==> src/design/cct_pkg.sv <==
// Package with types, codes and constants of the cycle-count timebase.
package cct_pkg;

   localparam int TOTAL_W    = 64;
   localparam int SEC_W      = 45;
   localparam int PART_W     = 10;
   localparam int MICROS_W   = 64;
   localparam int DELTA_W    = 32;
   localparam int COUNT_W    = 32;
   localparam int DIVISOR_W  = 32;
   localparam int CPS_W      = 32;
   localparam int CPM_W      = 23;
   localparam int CPU_W      = 13;
   localparam int CSR_ADDR_W = 2;
   localparam int CSR_DATA_W = 32;
   localparam int CMD_W      = 2;

   localparam int REQ_DATA_W = 64;
   localparam int RSP_DATA_W = 232;
   localparam int RSP_USED_W = TOTAL_W + SEC_W + 2 * PART_W + MICROS_W + DELTA_W;

   localparam int DIV_STEPS  = 64;
   localparam int DIV_CNT_W  = 6;

   localparam logic [PART_W-1:0] PART_MAX = 10'd999;

   localparam logic [CPS_W-1:0] CPS_RESET = 32'd550000000;
   localparam logic [CPM_W-1:0] CPM_RESET = 23'd550000;
   localparam logic [CPU_W-1:0] CPU_RESET = 13'd550;

   typedef enum logic [CSR_ADDR_W-1:0] {
      CSR_CPS = 2'd0,
      CSR_CPM = 2'd1,
      CSR_CPU = 2'd2
   } csr_addr_type;

   typedef enum logic [CMD_W-1:0] {
      CMD_UPDATE  = 2'd0,
      CMD_DELTA   = 2'd1,
      CMD_RESTART = 2'd2
   } cmd_type;

   typedef enum logic [2:0] {
      ST_IDLE,
      ST_START1,
      ST_PHASE1,
      ST_START2,
      ST_PHASE2,
      ST_FINISH
   } state_type;

endpackage

==> src/design/cct_divider.sv <==
// Radix-2 restoring divider: one quotient bit per cycle, 64-bit dividend, 32-bit divisor.
module cct_divider
   import cct_pkg::*;
(
   input  logic                 clock,
   input  logic                 reset,
   input  logic                 start,
   input  logic [TOTAL_W-1:0]   dividend,
   input  logic [DIVISOR_W-1:0] divisor,
   output logic                 done,
   output logic [TOTAL_W-1:0]   quotient,
   output logic [TOTAL_W-1:0]   remainder
);

   logic                 busy_ff, busy_in;
   logic                 done_ff, done_in;
   logic                 zero_ff, zero_in;
   logic [DIV_CNT_W-1:0] cnt_ff, cnt_in;
   logic [TOTAL_W-1:0]   rq_ff, rq_in;
   logic [DIVISOR_W-1:0] rem_ff, rem_in;
   logic [DIVISOR_W-1:0] div_ff, div_in;

   logic [DIVISOR_W:0]   shifted;
   logic [DIVISOR_W+1:0] trial;
   logic                 fits;

   always_comb begin
      shifted = {rem_ff, rq_ff[TOTAL_W-1]};
      trial   = {1'b0, shifted} - {2'b00, div_ff};
      fits    = ~trial[DIVISOR_W+1];
   end

   always_comb begin
      busy_in = busy_ff;
      done_in = 1'b0;
      zero_in = zero_ff;
      cnt_in  = cnt_ff;
      rq_in   = rq_ff;
      rem_in  = rem_ff;
      div_in  = div_ff;
      if (start) begin
         busy_in = 1'b1;
         zero_in = (divisor == '0);
         cnt_in  = '0;
         rq_in   = dividend;
         rem_in  = '0;
         div_in  = divisor;
      end else if (busy_ff) begin
         cnt_in = cnt_ff + 1'b1;
         // A zero divisor leaves the dividend in place as the remainder.
         if (!zero_ff) begin
            rq_in  = {rq_ff[TOTAL_W-2:0], fits};
            rem_in = fits ? trial[DIVISOR_W-1:0] : shifted[DIVISOR_W-1:0];
         end
         if (cnt_ff == DIV_CNT_W'(DIV_STEPS - 1)) begin
            busy_in = 1'b0;
            done_in = 1'b1;
         end
      end
   end

   always_ff @(posedge clock) begin
      if (reset) begin
         busy_ff <= 1'b0;
         done_ff <= 1'b0;
      end else begin
         busy_ff <= busy_in;
         done_ff <= done_in;
      end
      zero_ff <= zero_in;
      cnt_ff  <= cnt_in;
      rq_ff   <= rq_in;
      rem_ff  <= rem_in;
      div_ff  <= div_in;
   end

   assign done      = done_ff;
   assign quotient  = zero_ff ? '1 : rq_ff;
   assign remainder = zero_ff ? rq_ff : {{(TOTAL_W - DIVISOR_W){1'b0}}, rem_ff};

endmodule

==> src/design/cct_accum.sv <==
// Sample tracker: extends the counter samples into the 64-bit total and forms the delta.
module cct_accum
   import cct_pkg::*;
#(
   parameter int SAMPLE_WIDTH = 32
) (
   input  logic                 clock,
   input  logic                 reset,
   input  logic                 load,
   input  logic [CMD_W-1:0]     command,
   input  logic [COUNT_W-1:0]   cycle_count,
   input  logic [COUNT_W-1:0]   earlier_count,
   output logic [TOTAL_W-1:0]   total_cycles,
   output logic [DELTA_W-1:0]   delta_cycles
);

   logic [SAMPLE_WIDTH-1:0] last_ff, last_in;
   logic [TOTAL_W-1:0]      total_ff, total_in;
   logic [DELTA_W-1:0]      delta_ff, delta_in;

   logic [SAMPLE_WIDTH-1:0] now;
   logic [SAMPLE_WIDTH-1:0] earlier;
   logic [SAMPLE_WIDTH-1:0] step;
   logic [SAMPLE_WIDTH-1:0] span;

   always_comb begin
      now     = cycle_count[SAMPLE_WIDTH-1:0];
      earlier = earlier_count[SAMPLE_WIDTH-1:0];
      // Differences wrap modulo the sample width, so a counter rollover is harmless.
      step    = now - last_ff;
      span    = now - earlier;
      last_in  = last_ff;
      total_in = total_ff;
      delta_in = delta_ff;
      if (load) begin
         last_in = now;
         unique case (cmd_type'(command))
            CMD_RESTART: begin
               total_in = '0;
               delta_in = '0;
            end
            CMD_DELTA: begin
               total_in = total_ff + TOTAL_W'(step);
               delta_in = DELTA_W'(span);
            end
            default: begin
               total_in = total_ff + TOTAL_W'(step);
               delta_in = '0;
            end
         endcase
      end
   end

   always_ff @(posedge clock) begin
      if (reset) begin
         last_ff  <= '0;
         total_ff <= '0;
      end else begin
         last_ff  <= last_in;
         total_ff <= total_in;
      end
      delta_ff <= delta_in;
   end

   assign total_cycles = total_ff;
   assign delta_cycles = delta_ff;

endmodule

==> src/design/cycle_count_timebase.sv <==
// Cycle-count timebase: 64-bit extension of a cycle counter and conversion into time.
//
// Each request transaction carries a counter sample and the earlier sample in req_tdata
// and the command in req_tuser. The block folds the sample into its 64-bit total and
// answers with one response transaction holding the total, whole seconds, the
// millisecond and microsecond parts and total microseconds, plus the delta for a
// delta command. Three bit-serial dividers take one quotient bit per cycle: the first
// pass divides the total by the three rates, the second pass divides the two
// remainders. A request moves through START1, PHASE1, START2, PHASE2 and FINISH before
// its response is loaded into the output register and rsp_tvalid rises.
// req_tready is high only while no request is in work. A finished response sits in the
// output register, and the next request may be taken while it waits. If the receiver
// stalls, the following result waits inside the block until the register is free.
// Reset is synchronous: it zeroes the total and the last sample, loads the default
// rates, clears rsp_tvalid and returns to idle. Rate registers are written through
// the csr port and should change only while the block is idle.
module cycle_count_timebase
   import cct_pkg::*;
#(
   parameter int SAMPLE_WIDTH = 32
) (
   input  logic                  clock,
   input  logic                  reset,
   input  logic                  csr_wen,
   input  logic [CSR_ADDR_W-1:0] csr_addr,
   input  logic [CSR_DATA_W-1:0] csr_wdata,
   input  logic                  req_tvalid,
   output logic                  req_tready,
   // cycle_count[31:0], earlier_count[63:32]
   input  logic [REQ_DATA_W-1:0] req_tdata,
   // command[1:0]
   input  logic [CMD_W-1:0]      req_tuser,
   output logic                  rsp_tvalid,
   input  logic                  rsp_tready,
   // total_cycles[63:0], whole_seconds[108:64], milli_part[118:109],
   // micro_part[128:119], timeline_micros[192:129], delta_cycles[224:193], zero above
   output logic [RSP_DATA_W-1:0] rsp_tdata
);

   state_type state_ff, state_in;

   logic [CPS_W-1:0] cps_ff;
   logic [CPM_W-1:0] cpm_ff;
   logic [CPU_W-1:0] cpu_ff;

   logic [SEC_W-1:0]      sec_ff, sec_in;
   logic [MICROS_W-1:0]   micros_ff, micros_in;
   logic                  rsp_valid_ff, rsp_valid_in;
   logic [RSP_DATA_W-1:0] rsp_data_ff, rsp_data_in;

   logic                  accept;
   logic                  start1, start2, capture1, load_out;
   logic [TOTAL_W-1:0]    total;
   logic [DELTA_W-1:0]    delta;

   logic [TOTAL_W-1:0]    dvd0, dvd1;
   logic [DIVISOR_W-1:0]  dvs0, dvs1, dvs2;
   logic                  done0, done1, done2;
   logic [TOTAL_W-1:0]    quo0, quo1, quo2;
   logic [TOTAL_W-1:0]    rem0, rem1, rem2;
   logic [PART_W-1:0]     milli_sat, micro_sat;

   assign accept = req_tvalid && req_tready;

   // Rate registers.
   always_ff @(posedge clock) begin
      if (reset) begin
         cps_ff <= CPS_RESET;
         cpm_ff <= CPM_RESET;
         cpu_ff <= CPU_RESET;
      end else if (csr_wen) begin
         unique case (csr_addr_type'(csr_addr))
            CSR_CPS: cps_ff <= csr_wdata[CPS_W-1:0];
            CSR_CPM: cpm_ff <= csr_wdata[CPM_W-1:0];
            CSR_CPU: cpu_ff <= csr_wdata[CPU_W-1:0];
            default: ;
         endcase
      end
   end

   cct_accum #(
      .SAMPLE_WIDTH (SAMPLE_WIDTH)
   ) u_accum (
      .clock         (clock),
      .reset         (reset),
      .load          (accept),
      .command       (req_tuser),
      .cycle_count   (req_tdata[COUNT_W-1:0]),
      .earlier_count (req_tdata[2*COUNT_W-1:COUNT_W]),
      .total_cycles  (total),
      .delta_cycles  (delta)
   );

   // First pass divides the total; second pass divides the two remainders.
   always_comb begin
      if (state_ff == ST_START2) begin
         dvd0 = rem0;
         dvs0 = DIVISOR_W'(cpm_ff);
         dvd1 = rem1;
         dvs1 = DIVISOR_W'(cpu_ff);
      end else begin
         dvd0 = total;
         dvs0 = cps_ff;
         dvd1 = total;
         dvs1 = DIVISOR_W'(cpm_ff);
      end
      dvs2 = DIVISOR_W'(cpu_ff);
   end

   cct_divider u_div0 (
      .clock     (clock),
      .reset     (reset),
      .start     (start1 || start2),
      .dividend  (dvd0),
      .divisor   (dvs0),
      .done      (done0),
      .quotient  (quo0),
      .remainder (rem0)
   );

   cct_divider u_div1 (
      .clock     (clock),
      .reset     (reset),
      .start     (start1 || start2),
      .dividend  (dvd1),
      .divisor   (dvs1),
      .done      (done1),
      .quotient  (quo1),
      .remainder (rem1)
   );

   cct_divider u_div2 (
      .clock     (clock),
      .reset     (reset),
      .start     (start1),
      .dividend  (total),
      .divisor   (dvs2),
      .done      (done2),
      .quotient  (quo2),
      .remainder (rem2)
   );

   // Next state.
   always_comb begin
      state_in = state_ff;
      unique case (state_ff)
         ST_IDLE:   if (accept) state_in = ST_START1;
         ST_START1: state_in = ST_PHASE1;
         ST_PHASE1: if (done0 && done1 && done2) state_in = ST_START2;
         ST_START2: state_in = ST_PHASE2;
         ST_PHASE2: if (done0 && done1) state_in = ST_FINISH;
         ST_FINISH: if (!rsp_valid_ff || rsp_tready) state_in = ST_IDLE;
         default:   state_in = ST_IDLE;
      endcase
   end

   // State outputs.
   always_comb begin
      req_tready = (state_ff == ST_IDLE);
      start1     = (state_ff == ST_START1);
      start2     = (state_ff == ST_START2);
      capture1   = (state_ff == ST_PHASE1) && done0 && done1 && done2;
      load_out   = (state_ff == ST_FINISH) && (!rsp_valid_ff || rsp_tready);
   end

   always_comb begin
      milli_sat = (|quo0[TOTAL_W-1:PART_W] || quo0[PART_W-1:0] > PART_MAX) ?
                  PART_MAX : quo0[PART_W-1:0];
      micro_sat = (|quo1[TOTAL_W-1:PART_W] || quo1[PART_W-1:0] > PART_MAX) ?
                  PART_MAX : quo1[PART_W-1:0];

      sec_in    = sec_ff;
      micros_in = micros_ff;
      if (capture1) begin
         sec_in    = (|quo0[TOTAL_W-1:SEC_W]) ? '1 : quo0[SEC_W-1:0];
         micros_in = quo2;
      end

      rsp_valid_in = rsp_valid_ff;
      rsp_data_in  = rsp_data_ff;
      if (load_out) begin
         rsp_valid_in = 1'b1;
         rsp_data_in  = {{(RSP_DATA_W - RSP_USED_W){1'b0}},
                         delta, micros_ff, micro_sat, milli_sat, sec_ff, total};
      end else if (rsp_tready) begin
         rsp_valid_in = 1'b0;
      end
   end

   always_ff @(posedge clock) begin
      if (reset) begin
         state_ff     <= ST_IDLE;
         rsp_valid_ff <= 1'b0;
      end else begin
         state_ff     <= state_in;
         rsp_valid_ff <= rsp_valid_in;
      end
      sec_ff      <= sec_in;
      micros_ff   <= micros_in;
      rsp_data_ff <= rsp_data_in;
   end

   assign rsp_tvalid = rsp_valid_ff;
   assign rsp_tdata  = rsp_data_ff;

endmodule

==> config.mk <==
export PLATFORM = sky130hd
export DESIGN_NAME = cycle_count_timebase
export DESIGN_NICKNAME = d
export VERILOG_FILES = /design/src/design/cct_pkg.sv /design/src/design/cct_divider.sv /design/src/design/cct_accum.sv /design/src/design/cycle_count_timebase.sv
export SDC_FILE = /design/constraint.sdc
export NUM_CORES = 2
export LEC_CHECK = 0
export BUFFER_PORTS_ARGS = -buffer_cell sky130_fd_sc_hd__buf_4
export CAP_MARGIN = 0
export CORE_ASPECT_RATIO = 0.75
export CORE_MARGIN = 1
export CORE_UTILIZATION = 45
export DETAILED_ROUTE_END_ITERATION = 8
export GPL_TIMING_DRIVEN = 0
export REMOVE_ABC_BUFFERS = 1
export SYNTH_ARGS = -nofsm -noshare
export SYNTH_HDL_FRONTEND = slang
export SYNTH_SLANG_ARGS = --single-unit
==> constraint.sdc <==
create_clock -name clock -period 14.6 [get_ports clock]
set_input_delay 0.73 -clock clock [delete_from_list [all_inputs] [get_ports clock]]
set_output_delay 0.73 -clock clock [all_outputs]
set_load 0.005 [all_outputs]
==> Word level (Yosys, flattened, before mapping) <==
Cells that the tools add are included.
{ "totals": {"wordCells": 152, "out_inout_bits": 234, "ff_bits": 926, "in_bits": 105} }
{ "classes": {"magnitude_cmp": 2, "n_addsub": 9, "bitwise_logic": 9, "mux": 40, "eq_ne": 21, "reduce_logical": 37} }
{ "ops": {"columns": ["operator", "n"], "rows": [
  ["64-bit two-way mux", 16],
  ["32-bit two-way mux", 4],
  ["54-bit OR reduction", 2],
  ["32-bit logical NOT", 3],
  ["33-bit by 32-bit subtractor with 34-bit output", 2],
  ["64-bit by 32-bit adder with 64-bit output", 1],
  ["32-bit subtractor", 2],
  ["33-bit by 13-bit subtractor with 34-bit output", 1],
  ["23-bit two-way mux", 1],
  ["10-bit > comparator (second input constant)", 2],
  ["19-bit OR reduction", 1],
  ["6-bit by 1-bit adder with 6-bit output (second input constant)", 3],
  ["6-bit == test (second input constant)", 3],
  ["3-bit one-hot mux with 6 select lines", 1],
  ["1-bit two-way mux", 14],
  ["2-bit inequality test (second input constant)", 7],
  ["2-bit AND reduction", 7],
  ["3-bit two-way mux", 4],
  ["1-bit NOT", 9],
  ["3-bit OR reduction", 3],
  ["2-bit nonzero test", 4],
  ["1-bit logical AND", 7],
  ["3-bit by 2-bit == test with 1-bit output (second input constant)", 2],
  ["3-bit == test (second input constant)", 2],
  ["other kinds (10)", 17]
]} }

==> Depth between registers and ports, before layout <==
{ "logic_depth": {"depth_word": 5, "mapped_depth": 23, "depth_no_buf": 22} }

==> Cells and area by module <==
Synthesis repeated with hierarchy kept, for this count alone.
{ "hier_totals": {"cells_unflattened": 4927, "area_unflattened_um2": 50858.8} }
{ "modules_own_cells": {"columns": ["module", "seq_area_each_um2", "instances", "area_each_um2", "cells_per_inst"], "rows": [
  ["cct_divider (u_div1 ...)", 3713.6, 2, 8569.5, 833],
  ["cycle_count_timebase", 11471.0, 1, 15407.3, 1272],
  ["cct_accum", 2882.8, 1, 10157.2, 1235],
  ["cct_divider (u_div0)", 3713.6, 1, 8155.3, 754]
]} }

==> Worst setup path before layout <==
Ideal clock, no wire load.
{ "synth_timing": {"kind": "register -> register", "from": "reg state_ff[1]", "to": "reg rsp_data_ff[0], in the netlist rsp_tdata[0] (enable)", "required_ns": 13.785, "path_stages_with_launch": 6, "setup_slack_ns": 3.419, "setup_ns": 0.815, "arrival_time_ns": 10.366, "synth_period_minus_slack_ns": 11.181, "path_buffers": 3, "cell_sequence": "dfxtp_1 -> clkbuf_1 -> clkbuf_1 -> clkbuf_1 -> nand3b_1 -> nor2_1"} }
{ "synth_between": {"elab_chain_cells": 2} }
{ "synth_rtl": {"columns": ["item", "line", "text"], "rows": [
  ["start, declared", "cycle_count_timebase.sv:40", "state_type state_ff, state_in;"],
  ["start signal, assigned", "cycle_count_timebase.sv:195", "state_ff <= state_in;"],
  ["3-bit == test", "cycle_count_timebase.sv:163", "load_out = (state_ff == ST_FINISH) && (!rsp_valid_ff || rsp_tready);"],
  ["1-bit logical AND", "cycle_count_timebase.sv:163", null],
  ["via load_out", "cycle_count_timebase.sv:52", "logic start1, start2, capture1, load_out;"],
  ["end signal, assigned", "cycle_count_timebase.sv:200", "rsp_data_ff <= rsp_data_in;"],
  ["end, declared", "cycle_count_timebase.sv:49", "logic [RSP_DATA_W-1:0] rsp_data_ff, rsp_data_in;"]
]} }
The timed path passes the listed nets, and every way through them passes these cells.
A chain may end at the register's enable or synchronous reset.

==> Final worst setup path <==
{ "layout_timing": {"from": "reg u_accum.last_ff[1]", "to": "reg u_accum.total_ff[58], in the netlist u_accum.total_cycles[58]"} }
{ "layout_between": {"elab_chain_cells": 3} }
{ "layout_rtl": {"columns": ["item", "line", "text"], "rows": [
  ["start, declared", "cct_accum.sv:17", "logic [SAMPLE_WIDTH-1:0] last_ff, last_in;"],
  ["start signal, assigned", "cct_accum.sv:59", "last_ff <= last_in;"],
  ["32-bit subtractor", "cct_accum.sv:30", "step = now - last_ff;"],
  ["64-bit by 32-bit adder with 64-bit output", "cct_accum.sv:43, cct_accum.sv:47", null],
  ["64-bit two-way mux", null, null],
  ["end signal, assigned", "cct_accum.sv:60", "total_ff <= total_in;"],
  ["end, declared", "cct_accum.sv:18", "logic [TOTAL_W-1:0] total_ff, total_in;"]
]} }
No other way between the ends.

==> metrics.csv <==
metric;value;unit
Post-DP Area;0.04823;mm2
Routed WL per cell;20.33;um
critical path's slowest cell;a211oi_1;
sequential group share of total power;0.425;
Clk pin slew, worst setup/hold paths;60;ps
routability cong.;0.9246;
DRC errors left;0;
antenna violations before repair;3;
CP Capture Type;flop;
drt total wl;118700;um
die width;362.6;um
DR vias;32350;
skew final;17.70;ps
Max-Cap Viols;0;
final HPWL from detailed placement;85850;um
crit path buf inv count;1;
initial DRC count;2928;
Worst path top cell family by delay;compound AO/OA/AOI/OAI gates;
final hold violation count;0;
area leader, netlist;edfxtp_1;
P per Cell Area;155.9;mW/mm2
CP peak stage delay;930;ps
clock latency on the worst-skew pair;670;ps
Pint;5.364;mW
post-synth cell types;81;
die height;272.5;um
Detail Route met3 WL;7459;um
final core occ;0.5339;
router iterations before antenna repair;5;
Yosys warnings;0;
Req. time, crit path;15190;ps
number of synthesized flops with an enable pin;629;
GRT Resource Usage Total;0.2362;
ANT nets after route;0;
post-route minimum period;7192;ps
status;finished, final reports clean;
Sw Pwr;2.630;mW
Mapped Cells;4189;
CP Launch Type;flop;
die area;0.09879;mm2
Gate power share;0.277;
root buf cell;clkbuf_16;
nets;4737;
GRT overflow;0;
initial cell density of the core;0.4571;
FF+latch count, synth;917;
commonest non-fill, non-tap cells in the layout;nand2_1, edfxtp_1, a21oi_1;
global-route wire length before repair;180200;um
CTS max path bufs;3;
maximum fanout along the worst path;16;
P_leak;19.43;nW
Pins Over Slew Limit;0;
Mapped Avg Cell Area;10.48;um2
I/O Pins;339;
total chip power;7.993;mW
fmax;0.1390;GHz
Post-Syn Area;0.04389;mm2
maximum vdd drop;150.4;uV
relative slew slack;0.1963;
setup TNS;0;ps
CTS tree;yes;
Max Used Layer;met5;
sw frac;0.3290;
I/O Buffers;331;
P&R area growth vs syn;16.80;%
design area;0.05126;mm2
RSZ-0062 raised after global routing;no;
CTS HTree Levels;3;
# rows;98;
post-synth top area share;0.4304;
Fin Hold WS;275.2;ps
Setup Crit Path Kind;reg2reg;
FFs w/ async S/R, synth;0;
largest cells by area after synthesis;edfxtp_1, dfxtp_1, nand2_1;
WP data arrival;7780;ps
ys flop type;edfxtp_1;
Post-CTS Setup Bufs;0;
number of global-route vias before repair;29250;
Final setup viols;0;
Post-Route M1 WL;59590;um
DR WL met2;49040;um
Via density;5.542;
most common cell after layout, fill and taps aside;nand2_1;
clock sinks;917;
share of total power in the clock network;0.299;
core area;0.09601;mm2
register area share after synthesis;0.5618;
# resized after CTS;0;
Final Cycle Share;0.4926;
Hold Buf Count CTS;0;
share of layout cells above drive strength 1;0.1527;
min-delay worst type;in2reg;
Slew @ Worst Pin;1204;ps
CTS Buf Count;93;
Critical Path, Cell by Cell;inv_1 -> ha_1 -> nor2b_1 -> o31a_1 -> o31ai_1 -> o211ai_1 -> a311oi_1 -> o21ai_0 -> a31o_2 -> a21oi_1 -> xnor2_1 -> ha_1 -> nand3_1 -> nor2_1 -> o2111ai_1 -> a211oi_1 -> o2111ai_1 -> or4_1 -> a21oi_1;
largest net degree at the start of global routing;105;
## Yosys cell counts, types with 19 or more instances
master	instances
nand3_1	66
a21o_1	55
mux2i_1	47
edfxtp_1	629
nor4_1	51
xnor2_1	99
inv_1	175
ha_1	169
clkbuf_1	192
nor3_1	43
o21ai_0	261
o211ai_1	29
or2_2	91
a211oi_1	28
nand4_1	34
nand3b_1	33
a22oi_1	19
or3_1	81
a21oi_1	348
nand2_1	653
and3_1	27
xor2_1	57
nor2b_1	67
dfxtp_1	288
nor2_1	208
a31oi_1	31
o21a_1	30
and2_1	30
a22o_1	66
nand2b_1	32
mux2_2	38
## cell families after synthesis
group | Yosys count | synth area share
simple gates | 1468 | 0.1612
compound gates | 1000 | 0.1404
flops | 917 | 0.5618
mux | 85 | 0.02047
xor+xnor | 156 | 0.03113
other cells | 1 | 0.00008545
buf+inv | 387 | 0.03401
fa+ha+maj | 175 | 0.05092
## worst min-delay path, cell delays in order
cell      delay [ps]
buf_4             70
nand2_1           40
nand3b_1          60
## flip-flops by register name, indices dropped and copies added (netlist names), 13 cells and up
signal / count
cpm_ff: 23
cps_ff: 32
cpu_ff: 13
micros_ff: 64
rsp_tdata: 225
sec_ff: 45
u_accum.delta_cycles: 32
u_accum.last_ff: 32
u_accum.total_cycles: 64
u_div0.div_ff: 32
u_div0.rem_ff: 32
u_div0.rq_ff: 64
u_div1.div_ff: 23
u_div1.rem_ff: 32
u_div1.rq_ff: 64
u_div2.div_ff: 13
u_div2.rem_ff: 32
u_div2.rq_ff: 64
## per-layer routing
| layer | GRT usage | vias up |
|---|---|---|
| met1 | 0.3771 | 15530 |
| met5 | 0 | - |
| met3 | 0.03268 | 156 |
| li1 | - | 15700 |
| met2 | 0.3320 | 959 |
| met4 | 0.05841 | 6 |
## through the flow
step | setup WS (ps) | cells
after detailed placement | 7337 | 5662
final | 7408 | 5838
after CTS | 7725 | 5837
after global routing | 7083 | 5837
after floorplan | -449.4 | 3984
after global placement | -12860 | 5615
## area by class of cell
| cell class | count | area, um2 |
|---|---|---|
| Fill cell | 8495 | 44750 |
| Sequential cell | 917 | 24660 |
| Multi-Input combinational cell | 2891 | 17870 |
| Timing Repair Buffer | 378 | 3398 |
| Clock buffer | 130 | 2609 |
| Tap cell | 1300 | 1627 |
| Inverter | 176 | 675.6 |
| Clock inverter | 45 | 424.2 |
| Antenna cell | 1 | 2.502 |
## power groups by stage
stage	combinational [mW]	sequential [mW]	clock, mW
after floorplan	1.62	3.33	0
after global placement	2.10	3.48	0
after detailed placement	2.18	3.44	0
after CTS	2.19	3.39	2.44
after global routing	2.46	3.43	2.54
final	2.21	3.39	2.39
## worst paths after layout
path,cells after the start,end,slack [ps],start
setup reg to reg,19,u_accum.total_cycles[58],7410,u_accum.last_ff[1]
hold reg to reg,0,rsp_tdata[212],410,u_accum.delta_cycles[19]
setup / recovery,19,u_accum.total_cycles[58],7410,u_accum.last_ff[1]
hold / removal,3,cps_ff[29],280,csr_wdata[29]
(Power assumes the default switching activity.)
